## src/rtl/core/itp_pkg.sv

```systemverilog
// ============================================================================
// itp_pkg
// Shared codes, stack entry layout and priority table for the infix to
// postfix converter.
// ============================================================================
`default_nettype none

package itp_pkg;

  // Field widths of the token and result channels
  localparam int unsigned CMD_W   = 4;
  localparam int unsigned VALUE_W = 16;
  localparam int unsigned KIND_W  = 3;
  localparam int unsigned ERR_W   = 3;
  localparam int unsigned FUNC_W  = 4;

  // Token commands
  localparam logic [CMD_W-1:0] CMD_OPERAND = 4'd0;
  localparam logic [CMD_W-1:0] CMD_LPAREN  = 4'd1;
  localparam logic [CMD_W-1:0] CMD_RPAREN  = 4'd2;
  localparam logic [CMD_W-1:0] CMD_FUNC    = 4'd3;
  localparam logic [CMD_W-1:0] CMD_POW     = 4'd4;
  localparam logic [CMD_W-1:0] CMD_MUL     = 4'd5;
  localparam logic [CMD_W-1:0] CMD_DIV     = 4'd6;
  localparam logic [CMD_W-1:0] CMD_PLUS    = 4'd7;
  localparam logic [CMD_W-1:0] CMD_MINUS   = 4'd8;
  localparam logic [CMD_W-1:0] CMD_END     = 4'd9;

  // Result kinds; PAREN only lives on the stack
  localparam logic [KIND_W-1:0] KIND_OPERAND = 3'd0;
  localparam logic [KIND_W-1:0] KIND_FUNC    = 3'd1;
  localparam logic [KIND_W-1:0] KIND_POW     = 3'd2;
  localparam logic [KIND_W-1:0] KIND_MUL     = 3'd3;
  localparam logic [KIND_W-1:0] KIND_DIV     = 3'd4;
  localparam logic [KIND_W-1:0] KIND_PLUS    = 3'd5;
  localparam logic [KIND_W-1:0] KIND_MINUS   = 3'd6;
  localparam logic [KIND_W-1:0] KIND_PAREN   = 3'd7;

  // Error codes
  localparam logic [ERR_W-1:0] ERR_NONE          = 3'd0;
  localparam logic [ERR_W-1:0] ERR_MISSING_OPEN  = 3'd1;
  localparam logic [ERR_W-1:0] ERR_MISSING_CLOSE = 3'd2;
  localparam logic [ERR_W-1:0] ERR_OVERFLOW      = 3'd3;
  localparam logic [ERR_W-1:0] ERR_UNKNOWN       = 3'd4;

  // One operator stack word
  typedef struct packed {
    logic [FUNC_W-1:0] func_id;
    logic              unary;
    logic [KIND_W-1:0] kind;
  } stack_entry_t;

  // One result before the last flag is known
  typedef struct packed {
    logic [KIND_W-1:0]  kind;
    logic [VALUE_W-1:0] value;
    logic               unary;
    logic [ERR_W-1:0]   err;
  } result_t;

  // Operator priority; the parenthesis ranks lowest and fences the stack
  function automatic logic [2:0] rank_of(input logic [KIND_W-1:0] kind);
    logic [2:0] rank;
    case (kind)
      KIND_FUNC:             rank = 3'd4;
      KIND_POW:              rank = 3'd3;
      KIND_MUL, KIND_DIV:    rank = 3'd2;
      KIND_PLUS, KIND_MINUS: rank = 3'd1;
      default:               rank = 3'd0;
    endcase
    return rank;
  endfunction

  // Turn a popped stack word into its postfix result
  function automatic result_t entry_result(input stack_entry_t e);
    result_t r;
    r.kind  = e.kind;
    r.value = (e.kind == KIND_FUNC) ? VALUE_W'(e.func_id) : '0;
    r.unary = (e.kind == KIND_PLUS || e.kind == KIND_MINUS) ? e.unary : 1'b0;
    r.err   = ERR_NONE;
    return r;
  endfunction

  // Error result: no token, only the code
  function automatic result_t error_result(input logic [ERR_W-1:0] code);
    result_t r;
    r.kind  = KIND_OPERAND;
    r.value = '0;
    r.unary = 1'b0;
    r.err   = code;
    return r;
  endfunction

endpackage

`default_nettype wire

```

## src/rtl/core/itp_if.sv

```systemverilog
// ============================================================================
// itp_if
// Valid/ready channels of the infix to postfix converter: the token stream
// in and the postfix result stream out.
// ============================================================================
`default_nettype none

interface itp_token_if;
  import itp_pkg::*;

  logic               valid;
  logic               ready;
  logic [CMD_W-1:0]   command;
  logic [VALUE_W-1:0] token_value;

  modport source (output valid, output command, output token_value, input ready);
  modport sink   (input valid, input command, input token_value, output ready);
endinterface

interface itp_result_if;
  import itp_pkg::*;

  logic               valid;
  logic               ready;
  logic [KIND_W-1:0]  out_kind;
  logic [VALUE_W-1:0] out_value;
  logic               out_unary;
  logic [ERR_W-1:0]   error_code;
  logic               last;

  modport source (output valid, output out_kind, output out_value, output out_unary,
                  output error_code, output last, input ready);
  modport sink   (input valid, input out_kind, input out_value, input out_unary,
                  input error_code, input last, output ready);
endinterface

`default_nettype wire

```

## src/rtl/core/infix_to_postfix_converter_unit.sv

```systemverilog
// ============================================================================
// infix_to_postfix_converter_unit
// Shunting-yard converter: classified infix tokens in, postfix tokens out.
// ============================================================================
// Usage:
//   in_i carries one classified token per transfer (command, token_value).
//   out_o carries the postfix tokens and error results that the token
//   releases; last marks the final result of a token. A token that releases
//   nothing ('(' pushed, an operator pushed without popping, dropped token)
//   gives no transfer. The operator stack is a synchronous memory with one
//   read port and a registered read, so the pop loop moves one entry per
//   cycle unless a stalled receiver holds it. Typical expressions pop few
//   entries.
//   One token is in work at a time; in_i.ready is high while the unit waits.
//   Results pass through a holding register and an output register, so a
//   new token is taken while the last result still waits on out_o.
//   A stalled receiver stops the pop loop once both registers are full.
//   Reset empties the stack, clears the error state and makes the next sign
//   unary; the stack memory itself needs no clearing.
// ============================================================================
`default_nettype none

module infix_to_postfix_converter_unit
  import itp_pkg::*;
#(
  parameter int unsigned STACK_DEPTH  = 16,
  parameter int unsigned HANDLE_WIDTH = 16
) (
  input  wire                 clk_i,
  input  wire                 rst_ni,
  itp_token_if.sink           in_i,
  itp_result_if.source        out_o
);

  localparam int unsigned CW = $clog2(STACK_DEPTH + 1);
  localparam int unsigned AW = $clog2(STACK_DEPTH);
  localparam logic [CW-1:0] FULL_COUNT = CW'(STACK_DEPTH);
  localparam logic [CW-1:0] ONE_COUNT  = CW'(1);
  localparam logic [VALUE_W-1:0] HANDLE_MASK =
    (HANDLE_WIDTH >= VALUE_W) ? {VALUE_W{1'b1}} : VALUE_W'((64'd1 << HANDLE_WIDTH) - 64'd1);

  typedef enum logic [2:0] {
    S_IDLE,
    S_POP,
    S_PUSH,
    S_ERR,
    S_FIN
  } state_e;

  state_e             state_q;
  logic [CW-1:0]      count_q;
  logic               next_unary_q;
  logic               in_error_q;
  logic [CMD_W-1:0]   cmd_q;
  stack_entry_t       new_entry_q;
  result_t            held_q;
  logic               held_valid_q;
  result_t            out_q;
  logic               out_last_q;
  logic               out_valid_q;

  stack_entry_t       stack_mem [STACK_DEPTH];
  stack_entry_t       rd_data_q;

  logic               accept;
  logic               full;
  logic               out_free;
  logic               can_produce;
  logic               produce;
  result_t            prod_res;
  logic               flush;
  logic               top_paren;
  logic               pop_take;
  logic               pop_emit;
  logic               pop_stall;
  logic               rd_en;
  logic [AW-1:0]      rd_addr;
  logic               wr_en;
  stack_entry_t       wr_data;
  logic [CW-1:0]      cnt_m1;
  logic [CW-1:0]      cnt_m2;
  stack_entry_t       in_entry;
  stack_entry_t       paren_entry;

  // Handshake and slot status
  assign in_i.ready  = (state_q == S_IDLE);
  assign accept      = in_i.valid && (state_q == S_IDLE);
  assign full        = (count_q == FULL_COUNT);
  assign out_free    = !out_valid_q || out_o.ready;
  assign can_produce = !held_valid_q || out_free;
  assign cnt_m1      = count_q - ONE_COUNT;
  assign cnt_m2      = count_q - CW'(2);

  // Build the stack word of an incoming operator
  always_comb begin
    in_entry.kind    = KIND_W'(in_i.command - CMD_W'(2));
    in_entry.func_id = (in_i.command == CMD_FUNC) ? in_i.token_value[FUNC_W-1:0] : '0;
    in_entry.unary   = (in_i.command == CMD_PLUS || in_i.command == CMD_MINUS)
                       ? next_unary_q : 1'b0;
    paren_entry         = '0;
    paren_entry.kind    = KIND_PAREN;
  end

  // Decide on the entry read from the top of the stack
  always_comb begin
    top_paren = (rd_data_q.kind == KIND_PAREN);
    case (cmd_q)
      CMD_END, CMD_RPAREN: pop_take = !top_paren;
      default:             pop_take = (rank_of(rd_data_q.kind) >= rank_of(new_entry_q.kind));
    endcase
    pop_emit  = (cmd_q == CMD_END) || pop_take;
    pop_stall = pop_emit && !can_produce;
  end

  // Results that enter the holding register this cycle
  always_comb begin
    produce  = 1'b0;
    prod_res = error_result(ERR_NONE);
    flush    = 1'b0;
    case (state_q)
      S_IDLE: begin
        if (accept && !in_error_q) begin
          case (in_i.command)
            CMD_OPERAND: begin
              produce        = 1'b1;
              prod_res.kind  = KIND_OPERAND;
              prod_res.value = in_i.token_value & HANDLE_MASK;
            end
            CMD_LPAREN: begin
              produce  = full;
              prod_res = error_result(ERR_OVERFLOW);
            end
            CMD_RPAREN, CMD_FUNC, CMD_POW, CMD_MUL, CMD_DIV, CMD_PLUS, CMD_MINUS,
            CMD_END: ;
            default: begin
              produce  = 1'b1;
              prod_res = error_result(ERR_UNKNOWN);
            end
          endcase
        end
      end
      S_POP: begin
        produce  = pop_emit && can_produce;
        prod_res = (cmd_q == CMD_END && top_paren) ? error_result(ERR_MISSING_CLOSE)
                                                   : entry_result(rd_data_q);
      end
      S_ERR: begin
        produce  = can_produce;
        prod_res = error_result(ERR_MISSING_OPEN);
      end
      S_PUSH: begin
        produce  = full && can_produce;
        prod_res = error_result(ERR_OVERFLOW);
      end
      S_FIN: begin
        flush = held_valid_q && out_free;
      end
      default: ;
    endcase
  end

  // Stack memory ports; a read and a write never fall in the same cycle
  always_comb begin
    rd_en   = 1'b0;
    rd_addr = cnt_m1[AW-1:0];
    wr_en   = 1'b0;
    wr_data = new_entry_q;
    if (accept && !in_error_q && count_q != '0) begin
      case (in_i.command)
        CMD_RPAREN, CMD_FUNC, CMD_POW, CMD_MUL, CMD_DIV, CMD_PLUS, CMD_MINUS,
        CMD_END: rd_en = 1'b1;
        default: ;
      endcase
    end
    if (state_q == S_POP && !pop_stall && pop_take && count_q != ONE_COUNT) begin
      rd_en   = 1'b1;
      rd_addr = cnt_m2[AW-1:0];
    end
    if (accept && !in_error_q && in_i.command == CMD_LPAREN && !full) begin
      wr_en   = 1'b1;
      wr_data = paren_entry;
    end
    if (state_q == S_PUSH && !full) begin
      wr_en = 1'b1;
    end
  end

  // Operator stack storage
  always_ff @(posedge clk_i) begin
    if (wr_en) begin
      stack_mem[count_q[AW-1:0]] <= wr_data;
    end
    if (rd_en) begin
      rd_data_q <= stack_mem[rd_addr];
    end
  end

  // Sequencer, stack pointer, holding and output registers
  always_ff @(posedge clk_i or negedge rst_ni) begin
    if (!rst_ni) begin
      state_q      <= S_IDLE;
      count_q      <= '0;
      next_unary_q <= 1'b1;
      in_error_q   <= 1'b0;
      cmd_q        <= CMD_OPERAND;
      new_entry_q  <= '0;
      held_q       <= '0;
      held_valid_q <= 1'b0;
      out_q        <= '0;
      out_last_q   <= 1'b0;
      out_valid_q  <= 1'b0;
    end else begin
      // Drop a taken result, then load new ones
      if (out_valid_q && out_o.ready) begin
        out_valid_q <= 1'b0;
      end
      if (produce) begin
        if (held_valid_q) begin
          out_q       <= held_q;
          out_last_q  <= 1'b0;
          out_valid_q <= 1'b1;
        end
        held_q       <= prod_res;
        held_valid_q <= 1'b1;
      end
      if (flush) begin
        out_q        <= held_q;
        out_last_q   <= 1'b1;
        out_valid_q  <= 1'b1;
        held_valid_q <= 1'b0;
      end

      case (state_q)
        S_IDLE: begin
          if (accept) begin
            cmd_q       <= in_i.command;
            new_entry_q <= in_entry;
            if (in_i.command == CMD_END) begin
              if (in_error_q || count_q == '0) begin
                count_q      <= '0;
                next_unary_q <= 1'b1;
                in_error_q   <= 1'b0;
              end else begin
                state_q <= S_POP;
              end
            end else if (!in_error_q) begin
              case (in_i.command)
                CMD_OPERAND: begin
                  next_unary_q <= 1'b0;
                  state_q      <= S_FIN;
                end
                CMD_LPAREN: begin
                  if (full) begin
                    in_error_q <= 1'b1;
                    state_q    <= S_FIN;
                  end else begin
                    count_q      <= count_q + ONE_COUNT;
                    next_unary_q <= 1'b1;
                  end
                end
                CMD_RPAREN: begin
                  state_q <= (count_q == '0) ? S_ERR : S_POP;
                end
                CMD_FUNC, CMD_POW, CMD_MUL, CMD_DIV, CMD_PLUS, CMD_MINUS: begin
                  state_q <= (count_q == '0) ? S_PUSH : S_POP;
                end
                default: begin
                  in_error_q <= 1'b1;
                  state_q    <= S_FIN;
                end
              endcase
            end
          end
        end
        S_POP: begin
          if (!pop_stall) begin
            case (cmd_q)
              CMD_END: begin
                if (top_paren || count_q == ONE_COUNT) begin
                  count_q      <= '0;
                  next_unary_q <= 1'b1;
                  in_error_q   <= 1'b0;
                  state_q      <= S_FIN;
                end else begin
                  count_q <= cnt_m1;
                end
              end
              CMD_RPAREN: begin
                count_q <= cnt_m1;
                if (top_paren) begin
                  next_unary_q <= 1'b0;
                  state_q      <= S_FIN;
                end else if (count_q == ONE_COUNT) begin
                  state_q <= S_ERR;
                end
              end
              default: begin
                if (pop_take) begin
                  count_q <= cnt_m1;
                  if (count_q == ONE_COUNT) begin
                    state_q <= S_PUSH;
                  end
                end else begin
                  state_q <= S_PUSH;
                end
              end
            endcase
          end
        end
        S_ERR: begin
          if (can_produce) begin
            in_error_q <= 1'b1;
            state_q    <= S_FIN;
          end
        end
        S_PUSH: begin
          if (full) begin
            if (can_produce) begin
              in_error_q <= 1'b1;
              state_q    <= S_FIN;
            end
          end else begin
            count_q      <= count_q + ONE_COUNT;
            next_unary_q <= 1'b0;
            state_q      <= S_FIN;
          end
        end
        S_FIN: begin
          if (!held_valid_q || out_free) begin
            state_q <= S_IDLE;
          end
        end
        default: state_q <= S_IDLE;
      endcase
    end
  end

  // Output channel
  assign out_o.valid      = out_valid_q;
  assign out_o.out_kind   = out_q.kind;
  assign out_o.out_value  = out_q.value;
  assign out_o.out_unary  = out_q.unary;
  assign out_o.error_code = out_q.err;
  assign out_o.last       = out_last_q;

  // A token starts only with nothing left in the holding register
  assert property (@(posedge clk_i) disable iff (!rst_ni)
    (state_q == S_IDLE) |-> !held_valid_q)
    else $error("holding register not empty while waiting for a token");

  // The stack pointer stays within the memory
  assert property (@(posedge clk_i) disable iff (!rst_ni)
    count_q <= FULL_COUNT)
    else $error("stack pointer beyond stack depth");

  // The single memory port pair is never read and written in one cycle
  assert property (@(posedge clk_i) disable iff (!rst_ni)
    !(rd_en && wr_en))
    else $error("stack read and write in the same cycle");

  // A held result is never dropped: it leaves only toward the output register
  assert property (@(posedge clk_i) disable iff (!rst_ni)
    (held_valid_q && !produce && !flush) |=> held_valid_q)
    else $error("held result lost");

endmodule

`default_nettype wire

```

## src/flat_wrapper.sv

```systemverilog
// flat-port wrapper written by rule: the top's interface ports become plain ports
module infix_to_postfix_converter_unit_flat import itp_pkg::*;
#(
  parameter int unsigned STACK_DEPTH  = 16,
  parameter int unsigned HANDLE_WIDTH = 16
)
  (clk_i, rst_ni, in_i_valid, in_i_command, in_i_token_value, in_i_ready, out_o_valid, out_o_out_kind, out_o_out_value, out_o_out_unary, out_o_error_code, out_o_last, out_o_ready);
  itp_token_if in_i_i ();
  itp_result_if out_o_i ();
  input  wire clk_i;
  input  wire rst_ni;
  input wire logic [$bits(in_i_i.valid)-1:0] in_i_valid;
  input wire logic [$bits(in_i_i.command)-1:0] in_i_command;
  input wire logic [$bits(in_i_i.token_value)-1:0] in_i_token_value;
  output wire logic [$bits(in_i_i.ready)-1:0] in_i_ready;
  output wire logic [$bits(out_o_i.valid)-1:0] out_o_valid;
  output wire logic [$bits(out_o_i.out_kind)-1:0] out_o_out_kind;
  output wire logic [$bits(out_o_i.out_value)-1:0] out_o_out_value;
  output wire logic [$bits(out_o_i.out_unary)-1:0] out_o_out_unary;
  output wire logic [$bits(out_o_i.error_code)-1:0] out_o_error_code;
  output wire logic [$bits(out_o_i.last)-1:0] out_o_last;
  input wire logic [$bits(out_o_i.ready)-1:0] out_o_ready;
  assign in_i_i.valid = in_i_valid;
  assign in_i_i.command = in_i_command;
  assign in_i_i.token_value = in_i_token_value;
  assign in_i_ready = in_i_i.ready;
  assign out_o_valid = out_o_i.valid;
  assign out_o_out_kind = out_o_i.out_kind;
  assign out_o_out_value = out_o_i.out_value;
  assign out_o_out_unary = out_o_i.out_unary;
  assign out_o_error_code = out_o_i.error_code;
  assign out_o_last = out_o_i.last;
  assign out_o_i.ready = out_o_ready;
  infix_to_postfix_converter_unit #(.STACK_DEPTH(STACK_DEPTH), .HANDLE_WIDTH(HANDLE_WIDTH)) u_core (.clk_i(clk_i), .rst_ni(rst_ni), .in_i(in_i_i), .out_o(out_o_i));
endmodule
```

## config.mk

```make
export PLATFORM = sky130hd
export DESIGN_NAME = infix_to_postfix_converter_unit_flat
export DESIGN_NICKNAME = d
export VERILOG_FILES = /design/src/rtl/core/itp_pkg.sv /design/src/rtl/core/itp_if.sv /design/src/rtl/core/infix_to_postfix_converter_unit.sv /design/src/flat_wrapper.sv
export SDC_FILE = /design/constraint.sdc
export NUM_CORES = 1
export LEC_CHECK = 0
export BUFFER_PORTS_ARGS = -buffer_cell sky130_fd_sc_hd__buf_2
export CAP_MARGIN = 10
export CORE_ASPECT_RATIO = 1.1
export CORE_MARGIN = 8
export CORE_UTILIZATION = 50
export DETAILED_ROUTE_END_ITERATION = 8
export MAX_ROUTING_LAYER = met4
export PLACE_DENSITY_LB_ADDON = 0.08
export SLEW_MARGIN = 40
export SYNTH_ARGS = -nofsm -noshare
export SYNTH_HDL_FRONTEND = slang
export SYNTH_SLANG_ARGS = --single-unit
```

## constraint.sdc

```tcl
create_clock -name clk_i -period 10.1 [get_ports clk_i]
set_input_delay 1.01 -clock clk_i [delete_from_list [all_inputs] [get_ports clk_i]]
set_output_delay 1.01 -clock clk_i [all_outputs]
set_load 0.02 [all_outputs]
```

## After elaboration in Yosys (flattened, before gate mapping)

Memory sizes are Yosys's and may differ from the RTL's. A register that Yosys moved wholly into a read port is not among the register bits.
Cells that the tools add are included.

| storage, ports and cells | value |
|---|---|
| register bits after elaboration | 71 |
| bits in latches | 0 |
| memory bits (writable) | 128 |
| ROM bits | 0 |
| input bits | 24 |
| output and inout bits | 26 |
| word-level logic and storage cells | 221 |
| memories kept | 1 |

Memories:

| memory | depth | width | rd ports | clocked after memory_dff | wr ports | RTL line | text |
|---|---|---|---|---|---|---|---|
| u_core.stack_mem | 16 | 8 | 1 | 1 | 1 | infix_to_postfix_converter_unit.sv:62 | `stack_entry_t stack_mem [STACK_DEPTH];` |

| operators by class | value |
|---|---|
| add/subtract/negate cells | 4 |
| multiply operators | 0 |
| divide/modulo/power cells | 0 |
| $lt $le $gt $ge | 1 |
| equal/unequal tests | 51 |
| shift-type cells | 0 |
| muxes and demuxes | 93 |
| bitwise logic cells | 0 |
| reductions and logical operators | 52 |

Operators with widths:

| operator | count |
|---|---|
| two-way mux 23 bit | 5 |
| case mux 23 bit (4 select lines) | 1 |
| two-way mux 3 bit | 16 |
| two-way mux 5 bit | 9 |
| two-way mux 1 bit | 40 |
| == test 3 bit (second input constant) | 8 |
| case mux 3 bit (4 select lines) | 2 |
| == test 3 x 2 -> 1 bit (second input constant) | 6 |
| == test 4 x 3 -> 1 bit (second input constant) | 4 |
| two-way mux 16 bit | 1 |
| OR reduction 8 bit | 2 |
| logical AND 1 bit | 15 |
| case mux 3 bit (5 select lines) | 1 |
| case mux 5 bit (3 select lines) | 1 |
| AND reduction 7 bit | 2 |
| == test 4 x 2 -> 1 bit (second input constant) | 3 |
| == test 4 bit (second input constant) | 3 |
| two-way mux 4 bit | 3 |
| inequality test 3 bit (second input constant) | 4 |
| case mux 3 bit (2 select lines) | 2 |
| AND reduction 11 bit | 1 |
| case mux 5 bit (2 select lines) | 1 |
| OR reduction 2 bit | 5 |
| == test 3 x 1 -> 1 bit (second input constant) | 3 |
| other kinds (37) | 63 |

## Depth between registers and ports, before layout

| logic depth | value |
|---|---|
| depth after elaboration | 13 |
| gate-level depth with buffers | 14 |

## Least setup slack after synthesis

OpenSTA, ideal clock, no wires.

| timing | value |
|---|---|
| path type | input to register |
| from | in in_i_command[1] |
| to | mem u_core.stack_mem[1][0] (netlist name) (enable) |
| arrival | 3.038 ns |
| data required time | 9.717 ns |
| path slack | 6.678 ns |
| stages on the path | 6 |
| path buffers | 0 |
| cells stage by stage | nor3b_1 > nor4b_1 > nor2_1 > nor2_1 > nand2_1 > nor3_1 |

| on the way | value |
|---|---|
| cells in the longest elaborated chain, start to end | 7 |

Ends and longest elaborated chain:

| item | RTL line | text |
|---|---|---|
| from (decl) | flat_wrapper.sv:13 | `input wire logic [$bits(in_i_i.command)-1:0] in_i_command;` |
| == test 4 x 1 -> 1 bit | infix_to_postfix_converter_unit.sv:179 | `if (accept && !in_error_q && in_i.command == CMD_LPAREN && !full) begin` |
| logical AND 1 bit (2 in series) | infix_to_postfix_converter_unit.sv:179 |  |
| two-way mux 1 bit | infix_to_postfix_converter_unit.sv:179 |  |
| two-way mux 1 bit | infix_to_postfix_converter_unit.sv:183 | `if (state_q == S_PUSH && !full) begin` |
| two-way mux 1 bit | infix_to_postfix_converter_unit.sv:190 | `if (wr_en) begin` |
| two-way mux 1 bit (not written as such) | infix_to_postfix_converter_unit.sv:191 | `stack_mem[count_q[AW-1:0]] <= wr_data;` |
| to (decl) | infix_to_postfix_converter_unit.sv:62 |  |

No other way between the ends.

## Worst setup path after layout

| timing | value |
|---|---|
| from | reg u_core.count_q[0] |
| to | reg, netlist name u_core.rd_data_q[6] |

| on the way | value |
|---|---|
| cells in the longest elaborated chain, start to end | 4 |
| elaborated cells on any way between the ends | 9 |

Ends and longest elaborated chain:

| item | RTL line | text |
|---|---|---|
| from (decl) | infix_to_postfix_converter_unit.sv:51 | `logic [CW-1:0] count_q;` |
| from (signal assigned) | infix_to_postfix_converter_unit.sv:257 | `count_q <= count_q + ONE_COUNT;` |
| from (signal assigned) | infix_to_postfix_converter_unit.sv:285 | `count_q <= cnt_m1;` |
| from (signal assigned) | infix_to_postfix_converter_unit.sv:289 | `count_q <= cnt_m1;` |
| parallel branches: the longest is 4 deep, another holds subtractor 5 x 1 -> 5 bit | n/a |  |

Parallel ways; which one is timed is not known.
A chain may end at the register's enable or synchronous reset.

==> summary.txt <==
Status
  • Status: completed

Final layout
  • Diodes inserted: 0
  • Share of layout cells above drive strength 1: 19.4%
  • Final Cell Area: 11400 µm²
  • Area Growth Syn to Fin: 12.3%
  • Fillers: 1644
  • # nets final: 877

Synthesis
  • Post-synth ARST share: 34.0%
  • Most used DFF post-synth: edfxtp_1
  • Post-Synthesis Cells: 812
  • Cell variety after synth: 77
  • Synth Area per Inst: 12.5 µm²
  • Register area share after synthesis: 57.7%
  • Cell Area, Synth: 10100 µm²
  • Synth Register Bits: 206
  • EDFF count, synth: 136
  • Yosys warns: 0
  • Synth Net Count: 846

Floorplanning
  • Rows: 54
  • Die X: 152 µm
  • Die height: 165 µm
  • Initial Util: 50.9%
  • Die area: 25000 µm²
  • CORE AREA: 19900 µm²
  • Io pins: 50

CTS
  • CTS max path bufs: 3
  • Number of gates resized after CTS: 0
  • Clock Pin Slew Worst Setup and Hold Paths: 0.06 ns
  • Clock buffer count from CTS: 23
  • Post-CTS Hold Buffers: 0
  • Setup bufs post-CTS: 0
  • CTS tree: built
  • Worst-Skew Late Latency: 0.53 ns
  • Num Clock Sinks: 206
  • Htree depth: 1
  • Clk root buf: clkbuf_16

Critical path
  • Crit path to: u_core.rd_data_q[6]$_DFFE_PP_
  • Cell depth of the worst flop-to-flop path: 9
  • Worst EP arrival: 4.39 ns
  • Critical path class: register to register
  • Worst r2r src: u_core.count_q[0]$_DFFE_PN0P_
  • CP Launch Type: register
  • Worst r2r dst: u_core.rd_data_q[6]$_DFFE_PP_
  • Worst Path Required: 10.31 ns
  • Crit path launch: u_core.count_q[0]$_DFFE_PN0P_
  • FF-to-FF setup slack: 5.93 ns
  • CP Capture Type: register
  • Crit Path Max Fanout: 61

Drt
  • # DRC: 0
  • Antenna-violating nets left: 0
  • Vias: 7111
  • Wirelength per Cell: 24.5 µm
  • Final WL: 27.2 mm
  • DRT Pass-1 Iters: 5
  • Vias/cell: 6.40
  • Initial DRC Count: 513

Timing
  • Final worst setup slack: 5.93 ns
  • Post-Route Skew: 0.0173 ns
  • Fmax: 240 MHz
  • Slew Viols, Final: 0
  • RSZ-0062 raised after global routing: no
  • Slew @ Worst Pin: 0.826 ns
  • Slew Limit Headroom: 44.9%
  • Post-route setup TNS: 0 ns
  • Post-layout min period: 4.17 ns
  • Fin. Hold Viols: 0
  • Hold slack: 0.476 ns
  • Fin crit share: 41.3%
  • Final setup viols: 0

Job
  • Max-cap viol count: 0

Placed design
  • Place WS: 5.92 ns
  • Gp weighted congestion: 0.905
  • Port bufs: 49
  • Dpl hpwl: 18.7 mm
  • Dpl cell area: 10600 µm²

Global route
  • Largest net degree at the start of global routing: 71
  • Initial antenna violation count: 0
  • Overall Global Routing Usage: 22.8%
  • Number of global-route vias before repair: 7154
  • First-pass GRT wire length: 42.3 mm
  • GR Overflow Total: 0

Power
  • Overall power: 3.66 mW
  • LEAKAGE: 4.28 nW
  • Pwr per Cell Area: 323 nW/µm²
  • Max IR drop VDD: 0.184 mV

Min path
  • Hold Crit Class: register to register
  • Worst Min Path Start: u_core.held_q[22]$_DFFE_PN0P_
[cell type report]
cell class / instances / area (µm²) / share of cell area (%)
clock buffer: 32 / 683 / 6.02
clock inverter: 9 / 66.3 / 0.584
inverter: 10 / 37.5 / 0.331
multi-input combinational: 545 / 4100 / 36.1
sequential: 206 / 5840 / 51.4
tap: 252 / 315 / 2.78
timing repair buffer: 57 / 309 / 2.72
[cells in the mapped netlist (5+ instances only)]
master | number | area (µm²)
a22o_1 | 20 | 175
nor3_1 | 23 | 115
and3_1 | 5 | 31.3
mux2_1 | 20 | 225
mux2_2 | 15 | 169
nor2_1 | 56 | 210
a2111oi_0 | 9 | 78.8
edfxtp_1 | 136 | 4080
buf_1 | 5 | 18.8
inv_1 | 9 | 33.8
nand3_1 | 19 | 95.1
o211ai_1 | 7 | 52.6
mux4_2 | 13 | 293
o22ai_1 | 22 | 138
ha_1 | 10 | 125
buf_2 | 10 | 50.1
o21a_1 | 7 | 52.6
o21ai_0 | 26 | 130
o221ai_1 | 17 | 149
a21oi_1 | 28 | 140
a211oi_1 | 8 | 60.1
o311ai_1 | 6 | 52.6
clkbuf_1 | 31 | 116
nand2_1 | 72 | 270
o22a_1 | 6 | 52.6
and2_1 | 13 | 81.3
a221oi_1 | 6 | 52.6
dfrtp_1 | 69 | 1730
mux2i_1 | 44 | 440
a21o_1 | 5 | 37.5
o31ai_1 | 11 | 82.6
[cells by family (layout without fill, tap and decap cells)]
logic type | after synthesis | after routing | share of synthesized area [%]
compound gates | 215 | 215 | 16.2
xor+xnor | 7 | 7 | 0.606
fa+ha+maj | 10 | 10 | 1.24
buf+inv | 61 | 108 | 2.69
flops | 206 | 206 | 57.7
mux | 92 | 92 | 11.2
simple gates | 221 | 221 | 10.4
[registers in the layout (all words and copies together), names as in the netlist, 5 cells and up]
name / flops
u_core.count_q: 5
u_core.held_q: 23
u_core.new_entry_q: 8
u_core.out_o.out_value: 16
u_core.rd_data_q: 8
u_core.stack_mem: 128
[layout by cell type (no fill, tap or decap), types with 11 or more instances in the layout]
cell type and n:
edfxtp_1 136, nand2_1 72, dfrtp_1 68, buf_2 49
mux2i_1 44, nor2_1 42, a21oi_1 28, o21ai_0 26
clkbuf_16 23, o22ai_1 22, nor3_1 21, mux2_1 20
a22o_1 20, nand3_1 19, o221ai_1 17, mux2_2 15
nor2_2 15, mux4_2 13, and2_1 13, o31ai_1 11
[critical path, stage by stage (launching register included)]
cell and delay (ns):
dfrtp_2 0.34, buf_4 0.55, ha_1 0.28, nor4b_1 0.53, or4_1 0.47, nand2b_4 0.54, o22a_1 0.44, a21oi_1 0.13
o31ai_1 0.32, nand4_1 0.25
[worst min path at each step]
stage	endpoint	cells past startpoint
3_5_place_dp	u_core.held_q[0]$_DFFE_PN0P_	2
6_report	u_core.held_q[22]$_DFFE_PN0P_	2
2_1_floorplan	u_core.held_q[0]$_DFFE_PN0P_	2
5_1_grt	u_core.out_o.out_value[0]$_DFFE_PN0P_	1
4_1_cts	u_core.held_q[0]$_DFFE_PN0P_	2
3_3_place_gp	u_core.held_q[0]$_DFFE_PN0P_	2
[metal layers]
metal,global-route usage [%],wire length (µm),vias up
li1,-,-,3241
met5,-,0,-
met2,37.5,13300,259
met4,6.46,714,0
met1,28.9,11400,3557
met3,3.27,1820,54
[power breakdown]
| part | switching (mW) | internal [mW] | total, mW | leakage (nW) |
|---|---|---|---|---|
| Combinational | 1.04 | 0.629 | 1.67 | 1.76 |
| Clock | 0.338 | 0.475 | 0.813 | 0.375 |
| Sequential | 0.112 | 1.07 | 1.18 | 2.14 |
| Total | 1.49 | 2.18 | 3.66 | 4.28 |
[stage by stage]
step / cells / util (%)
CTS: 1111 / 57.0
finish: 1111 / 57.1
global placement: 1070 / 53.0
global route: 1111 / 57.1
floorplan: 812 / -
detailed placement: 1070 / 53.3
Power figures use the tool's default switching activity.
